## src/rtl/core/sync_length_xor_deframer_assert.svh

```systemverilog
// Assertion macros for the deframer RTL.
`ifndef SYNC_LENGTH_XOR_DEFRAMER_ASSERT_SVH
`define SYNC_LENGTH_XOR_DEFRAMER_ASSERT_SVH

`ifndef SYNTH
// Checked on every rising edge outside reset.
`define SLD_ASSERT(lbl, clk, rst_n, prop, msg) \
	lbl: assert property (@(posedge clk) disable iff (!rst_n) prop) else $error(msg);
// Checked on every rising edge, reset included.
`define SLD_ASSERT_ALWAYS(lbl, clk, prop, msg) \
	lbl: assert property (@(posedge clk) prop) else $error(msg);
`else
`define SLD_ASSERT(lbl, clk, rst_n, prop, msg)
`define SLD_ASSERT_ALWAYS(lbl, clk, prop, msg)
`endif

`endif

```

## src/rtl/core/sld_pkg.sv

```systemverilog
`default_nettype none

package sld_pkg;

	localparam int CfgIdxW = 2;
	localparam int CfgDataW = 16;

	localparam logic [CfgIdxW-1:0] REG_SYNC_FIRST = 2'd0;
	localparam logic [CfgIdxW-1:0] REG_SYNC_SECOND = 2'd1;
	localparam logic [CfgIdxW-1:0] REG_MAX_FRAME_BYTES = 2'd2;
	localparam logic [CfgIdxW-1:0] REG_TIMEOUT_TICKS = 2'd3;

	localparam logic [7:0] SYNC_FIRST_RST = 8'hAA;
	localparam logic [7:0] SYNC_SECOND_RST = 8'h55;
	localparam logic [8:0] MAX_FRAME_BYTES_RST = 9'd256;
	localparam logic [15:0] TIMEOUT_TICKS_RST = 16'd100;

	// Two sync bytes, type, length and checksum around the payload.
	localparam logic [9:0] FRAME_OVERHEAD = 10'd5;

	localparam logic REQ_BYTE = 1'b0;
	localparam logic REQ_TICK = 1'b1;

	localparam logic KIND_PAYLOAD = 1'b0;
	localparam logic KIND_REPORT = 1'b1;

	typedef enum logic [2:0] {
		ST_GOOD = 3'd0,
		ST_BAD_SYNC = 3'd1,
		ST_TOO_LONG = 3'd2,
		ST_CSUM_BAD = 3'd3,
		ST_TIMEOUT = 3'd4
	} stat_t;

	typedef enum logic [2:0] {
		PH_HUNT = 3'd0,
		PH_SYNC2 = 3'd1,
		PH_TYPE = 3'd2,
		PH_LEN = 3'd3,
		PH_DATA = 3'd4,
		PH_CSUM = 3'd5
	} phase_t;

	typedef struct packed {
		logic [7:0] sync_first;
		logic [7:0] sync_second;
		logic [8:0] max_frame_bytes;
		logic [15:0] timeout_ticks;
	} cfg_t;

	typedef struct packed {
		logic out_kind;
		logic [7:0] payload_byte;
		logic [7:0] payload_index;
		logic [7:0] frame_kind;
		logic [7:0] frame_len;
		stat_t frame_status;
		logic [7:0] error_run;
		logic link_ok;
		logic last_payload;
	} res_t;

endpackage

`default_nettype wire

```

## src/rtl/core/sld_cfg.sv

```systemverilog
`default_nettype none

module sld_cfg (
	input wire logic clk,
	input wire logic arst_n,
	input wire logic cfg_we,
	input wire logic [sld_pkg::CfgIdxW-1:0] cfg_index,
	input wire logic [sld_pkg::CfgDataW-1:0] cfg_data,
	output sld_pkg::cfg_t cfg
);
	import sld_pkg::*;

	cfg_t cfg_q;

	always_ff @(posedge clk or negedge arst_n) begin
		if (!arst_n) begin
			cfg_q.sync_first <= SYNC_FIRST_RST;
			cfg_q.sync_second <= SYNC_SECOND_RST;
			cfg_q.max_frame_bytes <= MAX_FRAME_BYTES_RST;
			cfg_q.timeout_ticks <= TIMEOUT_TICKS_RST;
		end else if (cfg_we) begin
			unique case (cfg_index)
				REG_SYNC_FIRST: cfg_q.sync_first <= cfg_data[7:0];
				REG_SYNC_SECOND: cfg_q.sync_second <= cfg_data[7:0];
				REG_MAX_FRAME_BYTES: cfg_q.max_frame_bytes <= cfg_data[8:0];
				REG_TIMEOUT_TICKS: cfg_q.timeout_ticks <= cfg_data[15:0];
			endcase
		end
	end

	assign cfg = cfg_q;

endmodule

`default_nettype wire

```

## src/rtl/core/sld_engine.sv

```systemverilog
`default_nettype none

module sld_engine (
	input wire logic clk,
	input wire logic arst_n,
	input wire sld_pkg::cfg_t cfg,
	input wire logic step,
	input wire logic req_type,
	input wire logic [7:0] rx_byte,
	output logic res_valid,
	output sld_pkg::res_t res
);
	import sld_pkg::*;

	phase_t phase_q, phase_d;
	logic [7:0] xor_q, xor_d;
	logic [7:0] kind_q, kind_d;
	logic [7:0] len_q, len_d;
	logic [7:0] pos_q, pos_d;
	logic [15:0] tick_q, tick_d;
	logic [7:0] fail_q, fail_d;
	logic link_q, link_d;

	logic [16:0] tick_next;
	logic [8:0] pos_next;
	logic too_long;
	logic is_last;
	logic report;
	stat_t status;

	assign tick_next = {1'b0, tick_q} + 17'd1;
	assign pos_next = {1'b0, pos_q} + 9'd1;
	assign too_long = ({2'b00, rx_byte} + FRAME_OVERHEAD) > {1'b0, cfg.max_frame_bytes};
	assign is_last = pos_next >= {1'b0, len_q};

	always_ff @(posedge clk or negedge arst_n) begin
		if (!arst_n) begin
			phase_q <= PH_HUNT;
			xor_q <= '0;
			kind_q <= '0;
			len_q <= '0;
			pos_q <= '0;
			tick_q <= '0;
			fail_q <= '0;
			link_q <= 1'b0;
		end else begin
			phase_q <= phase_d;
			xor_q <= xor_d;
			kind_q <= kind_d;
			len_q <= len_d;
			pos_q <= pos_d;
			tick_q <= tick_d;
			fail_q <= fail_d;
			link_q <= link_d;
		end
	end

	always_comb begin
		phase_d = phase_q;
		xor_d = xor_q;
		kind_d = kind_q;
		len_d = len_q;
		pos_d = pos_q;
		tick_d = tick_q;
		fail_d = fail_q;
		link_d = link_q;
		res_valid = 1'b0;
		report = 1'b0;
		status = ST_GOOD;
		res = '0;
		if (step) begin
			if (req_type == REQ_TICK) begin
				if (phase_q != PH_HUNT) begin
					if (tick_next > {1'b0, cfg.timeout_ticks}) begin
						report = 1'b1;
						status = ST_TIMEOUT;
					end else begin
						tick_d = tick_next[15:0];
					end
				end
			end else begin
				case (phase_q)
					PH_HUNT: begin
						if (rx_byte == cfg.sync_first) begin
							phase_d = PH_SYNC2;
							tick_d = '0;
							kind_d = '0;
							len_d = '0;
							xor_d = '0;
							pos_d = '0;
						end
					end
					PH_SYNC2: begin
						if (rx_byte != cfg.sync_second) begin
							report = 1'b1;
							status = ST_BAD_SYNC;
						end else begin
							phase_d = PH_TYPE;
						end
					end
					PH_TYPE: begin
						kind_d = rx_byte;
						xor_d = rx_byte;
						phase_d = PH_LEN;
					end
					PH_LEN: begin
						len_d = rx_byte;
						xor_d = xor_q ^ rx_byte;
						pos_d = '0;
						if (too_long) begin
							report = 1'b1;
							status = ST_TOO_LONG;
						end else if (rx_byte == 8'd0) begin
							phase_d = PH_CSUM;
						end else begin
							phase_d = PH_DATA;
						end
					end
					PH_DATA: begin
						xor_d = xor_q ^ rx_byte;
						pos_d = pos_next[7:0];
						res_valid = 1'b1;
						res.out_kind = KIND_PAYLOAD;
						res.payload_byte = rx_byte;
						res.payload_index = pos_q;
						res.last_payload = is_last;
						if (is_last) begin
							phase_d = PH_CSUM;
						end
					end
					PH_CSUM: begin
						report = 1'b1;
						if (rx_byte == xor_q) begin
							link_d = 1'b1;
							fail_d = '0;
							status = ST_GOOD;
						end else begin
							if (fail_q != 8'hFF) begin
								fail_d = fail_q + 8'd1;
							end
							status = ST_CSUM_BAD;
						end
					end
					default: begin
						phase_d = PH_HUNT;
					end
				endcase
			end
		end
		if (report) begin
			phase_d = PH_HUNT;
			res_valid = 1'b1;
			res.out_kind = KIND_REPORT;
			res.frame_status = status;
		end
		// Reports see the length just taken and the updated error count.
		res.frame_kind = kind_d;
		res.frame_len = len_d;
		res.error_run = fail_d;
		res.link_ok = link_d;
	end

endmodule

`default_nettype wire

```

## src/rtl/core/sync_length_xor_deframer.sv

```systemverilog
// Frame deframer for a byte stream with two sync bytes, type, length, payload and an
// XOR checksum. Each input word is a received byte or a time tick; each yields at most
// one output word, a payload byte with its index or an end-of-frame report. The block
// takes one input word every clock cycle unless the output stalls; each word waits in the input
// register, and as it moves on the frame state is updated and its result is written to the
// result register. Write the configuration registers only while no word is in flight; the
// defaults are sync bytes 0xAA and 0x55, 256-byte frames, 100 ticks.
`default_nettype none
`include "sync_length_xor_deframer_assert.svh"

module sync_length_xor_deframer (
	input wire logic clk,
	input wire logic arst_n,
	input wire logic in_valid,
	output logic in_ready,
	input wire logic req_type,
	input wire logic [7:0] rx_byte,
	output logic out_valid,
	input wire logic out_ready,
	output logic out_kind,
	output logic [7:0] payload_byte,
	output logic [7:0] payload_index,
	output logic [7:0] frame_kind,
	output logic [7:0] frame_len,
	output logic [2:0] frame_status,
	output logic [7:0] error_run,
	output logic link_ok,
	output logic last_payload,
	input wire logic cfg_we,
	input wire logic [sld_pkg::CfgIdxW-1:0] cfg_index,
	input wire logic [sld_pkg::CfgDataW-1:0] cfg_data
);
	import sld_pkg::*;

	cfg_t cfg;
	logic valid_s1;
	logic req_type_s1;
	logic [7:0] rx_byte_s1;
	logic advance;
	logic res_valid;
	res_t res;
	logic out_valid_q;
	res_t out_q;

	sld_cfg u_cfg (
		.clk(clk),
		.arst_n(arst_n),
		.cfg_we(cfg_we),
		.cfg_index(cfg_index),
		.cfg_data(cfg_data),
		.cfg(cfg)
	);

	// The word in the input register moves on when the result register is free or drains.
	assign advance = valid_s1 && (!out_valid_q || out_ready);
	assign in_ready = !valid_s1 || advance;

	always_ff @(posedge clk or negedge arst_n) begin
		if (!arst_n) begin
			valid_s1 <= 1'b0;
		end else if (in_ready) begin
			valid_s1 <= in_valid;
		end
	end

	always_ff @(posedge clk) begin
		if (in_valid && in_ready) begin
			req_type_s1 <= req_type;
			rx_byte_s1 <= rx_byte;
		end
	end

	sld_engine u_engine (
		.clk(clk),
		.arst_n(arst_n),
		.cfg(cfg),
		.step(advance),
		.req_type(req_type_s1),
		.rx_byte(rx_byte_s1),
		.res_valid(res_valid),
		.res(res)
	);

	always_ff @(posedge clk or negedge arst_n) begin
		if (!arst_n) begin
			out_valid_q <= 1'b0;
		end else if (advance) begin
			out_valid_q <= res_valid;
		end else if (out_ready) begin
			out_valid_q <= 1'b0;
		end
	end

	always_ff @(posedge clk) begin
		if (advance && res_valid) begin
			out_q <= res;
		end
	end

	assign out_valid = out_valid_q;
	assign out_kind = out_q.out_kind;
	assign payload_byte = out_q.payload_byte;
	assign payload_index = out_q.payload_index;
	assign frame_kind = out_q.frame_kind;
	assign frame_len = out_q.frame_len;
	assign frame_status = out_q.frame_status;
	assign error_run = out_q.error_run;
	assign link_ok = out_q.link_ok;
	assign last_payload = out_q.last_payload;

	`SLD_ASSERT(a_stall_blocks_input, clk, arst_n, (valid_s1 && out_valid_q && !out_ready) |-> !in_ready, "input taken while both registers are full")
	`SLD_ASSERT(a_report_clean, clk, arst_n, (out_valid && out_kind == KIND_REPORT) |-> (payload_byte == 8'd0 && payload_index == 8'd0 && !last_payload), "report word carries payload fields")
	`SLD_ASSERT(a_payload_status, clk, arst_n, (out_valid && out_kind == KIND_PAYLOAD) |-> (frame_status == ST_GOOD), "payload word carries a status")
	`SLD_ASSERT(a_good_frame_link, clk, arst_n, (out_valid && out_kind == KIND_REPORT && frame_status == ST_GOOD) |-> (link_ok && error_run == 8'd0), "good frame without link or with errors")
	`SLD_ASSERT_ALWAYS(a_reset_empty, clk, !arst_n |=> (!out_valid && !valid_s1), "words held during reset")

endmodule

`default_nettype wire
```

## config.mk

```make
export PLATFORM = sky130hd
export DESIGN_NAME = sync_length_xor_deframer
export DESIGN_NICKNAME = d
export VERILOG_FILES = /design/src/rtl/core/sld_pkg.sv /design/src/rtl/core/sld_cfg.sv /design/src/rtl/core/sld_engine.sv /design/src/rtl/core/sync_length_xor_deframer.sv
export VERILOG_INCLUDE_DIRS = /design/src /design/src/rtl/core
export SDC_FILE = /design/constraint.sdc
export NUM_CORES = 1
export LEC_CHECK = 0
export ABC_CLOCK_PERIOD_IN_PS = 4350
export BUFFER_PORTS_ARGS = -buffer_cell sky130_fd_sc_hd__buf_2
export CELL_PAD_IN_SITES_DETAIL_PLACEMENT = 1
export CELL_PAD_IN_SITES_GLOBAL_PLACEMENT = 1
export CORE_MARGIN = 2
export CORE_UTILIZATION = 43
export CTS_CLUSTER_SIZE = 24
export DETAILED_ROUTE_END_ITERATION = 10
export MAX_ROUTING_LAYER = met4
export PLACE_DENSITY_LB_ADDON = 0.15
export SKIP_LAST_GASP = 1
export SYNTH_ARGS = -nofsm -noshare
export SYNTH_HDL_FRONTEND = slang
export SYNTH_SLANG_ARGS = --single-unit
```

## constraint.sdc

```tcl
create_clock -name clk -period 4.35 [get_ports clk]
set_input_delay 0.6525 -clock clk [delete_from_list [all_inputs] [get_ports clk]]
set_output_delay 0.6525 -clock clk [all_outputs]
set_load 0.02 [all_outputs]
```

Word level (Yosys, flattened, before mapping)

Index checks and enable logic that the tools add are counted.

Bits of input ports: 32
Logic and storage cells: 142
Register bits after elaboration: 158
Output and inout port bits: 48

Bitwise logic cells: 4
Eq/ne operators: 21
Reductions and logical operators: 28
Mux-type cells: 57
Magnitude comparators: 3
Add/subtract/negate cells: 4

Operators by type and width:

| operator                | count |
|---|---|
| $mux W16                | 6 |
| $mux W8                 | 12 |
| $pmux W8 S3             | 2 |
| $mux W17                | 2 |
| $pmux W8 S2             | 2 |
| $mux W3                 | 10 |
| $mux W1                 | 18 |
| $pmux W3 S6             | 1 |
| $add A16 B1 Y17 const B | 1 |
| $gt A17 B16 Y1          | 1 |
| $eq A8 B8 Y1            | 2 |
| $gt A10 B9 Y1           | 1 |
| $reduce_and A2 Y1       | 5 |
| $add A8 B1 Y9 const B   | 1 |
| $add A8 B3 Y9 const B   | 1 |
| $ge A9 B8 Y1            | 1 |
| $pmux W3 S3             | 1 |
| $reduce_bool A3 Y1      | 3 |
| $add A8 B1 Y8 const B   | 1 |
| $logic_not A8 Y1        | 1 |
| $ne A2 B1 Y1 const B    | 4 |
| $ne A8 B8 Y1            | 1 |
| $ne A8 B8 Y1 const B    | 1 |
| $reduce_and A4 Y1       | 2 |
| other kinds (23)        | 37 |

Logic depth before layout (Yosys ltp)

Depth in word-level cells: 8
Mapped depth: 16
Mapped depth without buffers: 15

Hierarchy

A second synthesis with hierarchy kept.

Cell total of the unflattened synthesis: 708
Area, all modules: 7,963.9 µm²

By module, submodules not included:

| module                   | area each (µm²) | cells each | seq. area each (µm²) | instances |
|---|---|---|---|---|
| sld_engine               | 4,638.2         | 556        | 1,501.4              | 1 |
| sync_length_xor_deframer | 1,760.4         | 65         | 1,701.6              | 1 |
| sld_cfg                  | 1,565.3         | 87         | 1,041.0              | 1 |

Least setup slack after synthesis

OpenSTA, ideal clock, no wires.

Path kind: reg2reg
From: register u_engine.tick_q[0]
To: register out_q, in the netlist error_run[0], enable pin
Period minus slack after synthesis: 4,157 ps
Slack: 193 ps
Library setup time: 406 ps
Buffers on the path: 0
Required time: 3,944 ps
Arrival: 3,751 ps
Stages on the path, launching flop included: 16
Cells stage by stage: dfrtp_1 ha_1 nand2_1 nor2_1 nand4_1 nor2_1 and3_1 xor2_1 ha_1 nand2_1 o21ai_1 a221oi_2 mux2i_1 a21oi_4 o21ai_2 or2_1

Word-level cells in the longest chain between the ends: 8

Ends and longest elaborated chain:

| item                   | line                           | source |
|---|---|---|
| from (decl)            | sld_engine.sv:20               | `logic [15:0] tick_q, tick_d;` |
| from (signal assigned) | sld_engine.sv:52               | `tick_q <= tick_d;` |
| $add A16 B1 Y17        | sld_engine.sv:31               | `assign tick_next = {1'b0, tick_q} + 17'd1;` |
| $gt A17 B16 Y1         | sld_engine.sv:74               | `if (tick_next > {1'b0, cfg.timeout_ticks}) begin` |
| $mux W1                | sld_engine.sv:74               |  |
| $mux W1                | sld_engine.sv:73               | `if (phase_q != PH_HUNT) begin` |
| $mux W1                | sld_engine.sv:72               | `if (req_type == REQ_TICK) begin` |
| $mux W1                | sld_engine.sv:71               | `if (step) begin` |
| net u_engine.report    | sld_engine.sv:28               | `logic report;` |
| $mux W1                | sld_engine.sv:150              | `if (report) begin` |
| $logic_and A1 B1 Y1    | sync_length_xor_deframer.sv:95 | `if (advance && res_valid) begin` |
| to (signal assigned)   | sync_length_xor_deframer.sv:96 | `out_q <= res;` |
| to (decl)              | sync_length_xor_deframer.sv:43 | `res_t out_q;` |

The timed path passes the listed nets, and every way through them passes these cells.
A chain may end at the register's enable or synchronous reset.

Final worst setup path

From: register u_engine.tick_q[0]
To: register out_q, in the netlist frame_kind[5], enable pin

Same word-level chain as after synthesis.

==> impl_metrics.tcl <==
set metrics [dict create \
    status "complete, no violations" \
    grt_pass1_wl_mm 31.2 \
    pwr-share-comb 0.213 \
    diodes 0 \
    arrival_ns 4.17 \
    synth_warnings 0 \
    hold_viol 0 \
    peakVddDrop_v 0.000295 \
    holdCritPathClass "in -> async" \
    utilization 0.507 \
    start_util 0.436 \
    die_w_um 139 \
    grt.met1_usage 0.257 \
    rsz0062_at_grt "no" \
    clock_path_buffers 2 \
    num-fill-cells 1925 \
    finalSetupViolCount 0 \
    ys_seq_area_frac 0.543 \
    critical-path-slowest-cell "dfrtp_1" \
    crit_top_cell "ha_1" \
    clock_skew_ns 0.0109 \
    timing.final.crit_share 0.928 \
    p_per_area_nw_per_um2 490 \
    routed_via_density 5.59 \
    design.core.area_um2 17900 \
    postSynthCellCount 660 \
    post-cts-setup-buffers 0 \
    ant_nets 0 \
    htreeDepth 4 \
    wirelength_mm 18.7 \
    critPathBufInv 1 \
    r2r_setup_slack_ns 0.31 \
    r2r_cells 16 \
    critical-path-top-delay-family "simple AND/OR/NAND/NOR gates" \
    min_period_ns 4.04 \
    yosys.cell_types.count 66 \
    area_growth_pct 16.2 \
    nets 814 \
    r2r-start "u_engine.tick_q[0]" \
    async_reset_ff_frac 0.652 \
    mostFrequentLayoutCells "dfrtp_1 (91), buf_2 (78), edfxtp_1 (55)" \
    crit_chain "ha_1 -> nand2_1 -> nor2_1 -> nand4_1 -> nor2_2 -> and3_1 -> xor2_1 -> ha_1 -> a21oi_1 -> o21ai_1 -> a221oi_2 -> o311ai_1 -> a21oi_4 -> o21ai_2 -> or2_2 -> buf_6" \
    met3_usage 0.0359 \
    critical_path_class "reg -> reg" \
    grt_max_degree 68 \
    ys_seq_elements 158 \
    antenna_found_initial 0 \
    synth_edf_count 55 \
    wl_per_cell_um 19.0 \
    syn_avg_cell_area_um2 11.8 \
    row_count 49 \
    worstPathMaxFanout 46 \
    synthesis.nets 730 \
    path_clk_slew_ns 0.06 \
    fmax_ghz 0.248 \
    synth_top_flop_cell "dfrtp_1" \
    grt_pass1_vias 5996 \
    dp_cells 954 \
    power_mw 4.45 \
    gp_congestion 0.846 \
    r2r_end "frame_kind[5]" \
    route.detailed.drc 0 \
    synth.cell_area_um2 7810 \
    top_usage_layer "met2" \
    slew_headroom 0.285 \
    use_met2 0.349 \
    p_int_mw 3.09 \
    dr_total_vias 5514 \
    dieArea_um2 19300 \
    p_clk_frac 0.348 \
    clk_latency_ns 0.43 \
    die_y_um 139 \
    worstSetupEndpointType "register" \
    root_buffer "clkbuf_16" \
    drive_gt1_frac 0.256 \
    drt_pass1_iterations 4 \
    p_seq_frac 0.440 \
    port_buffers 79 \
    crit_required_ns 4.49 \
    numCtsBuffers 17 \
    slew_viol_final 0 \
    stdcell_count 986 \
    grt-ovfl-total 0 \
    worst_path_largest_cell_delay_ns 0.41 \
    maxCapViolCount 0 \
    num_io_pins 80 \
    critPathLaunchType "register" \
    cts_tree "built" \
    tns_ns 0 \
    p_sw_mw 1.36 \
    cts_sinks 158 \
    cellLeakagePower_nw 4.05 \
    grt_use_total 0.209 \
    drt-initial-drc-count 167 \
    switching_share 0.305 \
    tightest_slew_ns 1.07 \
    dp_hpwl_mm 13.5 \
    final_common_cell "dfrtp_1" \
]
[worst register-to-register path: stages, from the launching register on]
cell and delay (ns):
dfrtp_1 0.41, ha_1 0.26, nand2_1 0.07, nor2_1 0.19, nand4_1 0.25, nor2_2 0.21, and3_1 0.22, xor2_1 0.19
ha_1 0.27, a21oi_1 0.16, o21ai_1 0.10, a221oi_2 0.28, o311ai_1 0.23, a21oi_4 0.22, o21ai_2 0.12, or2_2 0.32
buf_6 0.24
[cells by family after synthesis]
family	Yosys count	synth area share
AND/OR/NAND/NOR	166	0.109
XOR/XNOR	50	0.0561
multiplexers	54	0.0761
flip-flops	158	0.543
AO/OA/AOI/OAI	129	0.121
buffers and inverters	65	0.0338
adder cells (fa/ha/maj)	38	0.0609
[power groups by stage]
| stage | clock network [mW] | logic, mW | registers [mW] |
|---|---|---|---|
| after floorplan | 0 | 0.639 | 1.98 |
| after global placement | 0 | 0.907 | 1.97 |
| after detailed placement | 0 | 0.950 | 1.99 |
| after CTS | 1.57 | 0.959 | 1.96 |
| after global routing | 1.63 | 1.05 | 1.99 |
| final | 1.55 | 0.946 | 1.96 |
[metal layers]
layer / share of wire / up-vias
met5: 0 / -
met4: 0.020 / 0
met3: 0.028 / 29
met2: 0.51 / 96
met1: 0.44 / 2815
li1: - / 2574
[state kept, by name, indices dropped and copies added (netlist names), 3 cells and up]
signal            flops
u_engine.len_q        8
payload_byte          8
u_cfg.cfg            41
rx_byte_s1            8
u_engine.kind_q       8
u_engine.pos_q        8
u_engine.phase_q      3
frame_status          3
payload_index         8
error_run             8
frame_kind            8
u_engine.fail_q       8
frame_len             8
u_engine.tick_q      16
u_engine.xor_q        8
[repair_timing]
item | in CTS | in global routing
resized for setup | 0 | 2
setup endpoints to repair | 0 | 46
hold buffers | 0 | 0
[final cells by class]
cell class | count | area, um2 | area share
clock buffers | 17 | 425 | 0.0469
clock inverters | 15 | 183 | 0.0201
inverters | 40 | 150 | 0.0165
multi-input cells | 437 | 3300 | 0.364
flip-flops and latches | 158 | 4240 | 0.468
well taps | 229 | 287 | 0.0316
repair buffers | 90 | 484 | 0.0533
[per-stage QoR]
| step | instance area, um2 | setup slack (ns) | hold WS [ns] |
|---|---|---|---|
| 3_3_place_gp | 8460 | 0.431 | 0.441 |
| 3_5_place_dp | 8460 | 0.211 | 0.457 |
| 2_1_floorplan | 7810 | 0.193 | 0.357 |
| 6_report | 9080 | 0.313 | 0.376 |
| 4_1_cts | 9070 | 0.181 | 0.391 |
| 5_1_grt | 9080 | 0.0111 | 0.391 |
[cells in the mapped netlist, types with 3 or more instances]
master | count | area (um2)
dfrtp_1 | 91 | 2280
edfxtp_1 | 55 | 1650
mux2_2 | 43 | 484
nand2_1 | 43 | 161
ha_1 | 38 | 475
inv_1 | 38 | 143
xnor2_1 | 37 | 324
a21oi_1 | 31 | 155
nor2_1 | 27 | 101
a22o_1 | 24 | 210
nand3_1 | 24 | 120
and2_1 | 18 | 113
and3_1 | 16 | 100
clkbuf_1 | 15 | 56.3
xor2_1 | 13 | 114
dfstp_2 | 12 | 315
nand4_1 | 12 | 75.1
mux2i_1 | 11 | 110
a21o_1 | 10 | 75.1
buf_2 | 7 | 35.0
o21ai_0 | 7 | 35.0
o21ai_1 | 7 | 35.0
o22a_1 | 7 | 61.3
o22ai_1 | 7 | 43.8
nor3_1 | 6 | 30.0
o311ai_1 | 6 | 52.6
a32o_1 | 4 | 40.0
nand2b_1 | 4 | 25.0
o31ai_1 | 3 | 22.5
[worst max path at each step]
stage | startpoint | to | slack, ns | cells after the start
floorplan | u_engine.tick_q[0] | error_run[0] | 0.19 | 15
global placement | u_engine.tick_q[0] | payload_byte[4] | 0.43 | 16
detailed placement | u_engine.tick_q[0] | frame_kind[0] | 0.21 | 16
CTS | u_engine.tick_q[0] | frame_len[4] | 0.18 | 16
global route | u_engine.tick_q[0] | frame_len[1] | 0.01 | 16
finish | u_engine.tick_q[0] | frame_kind[5] | 0.31 | 16
(Power assumes the default switching activity.)
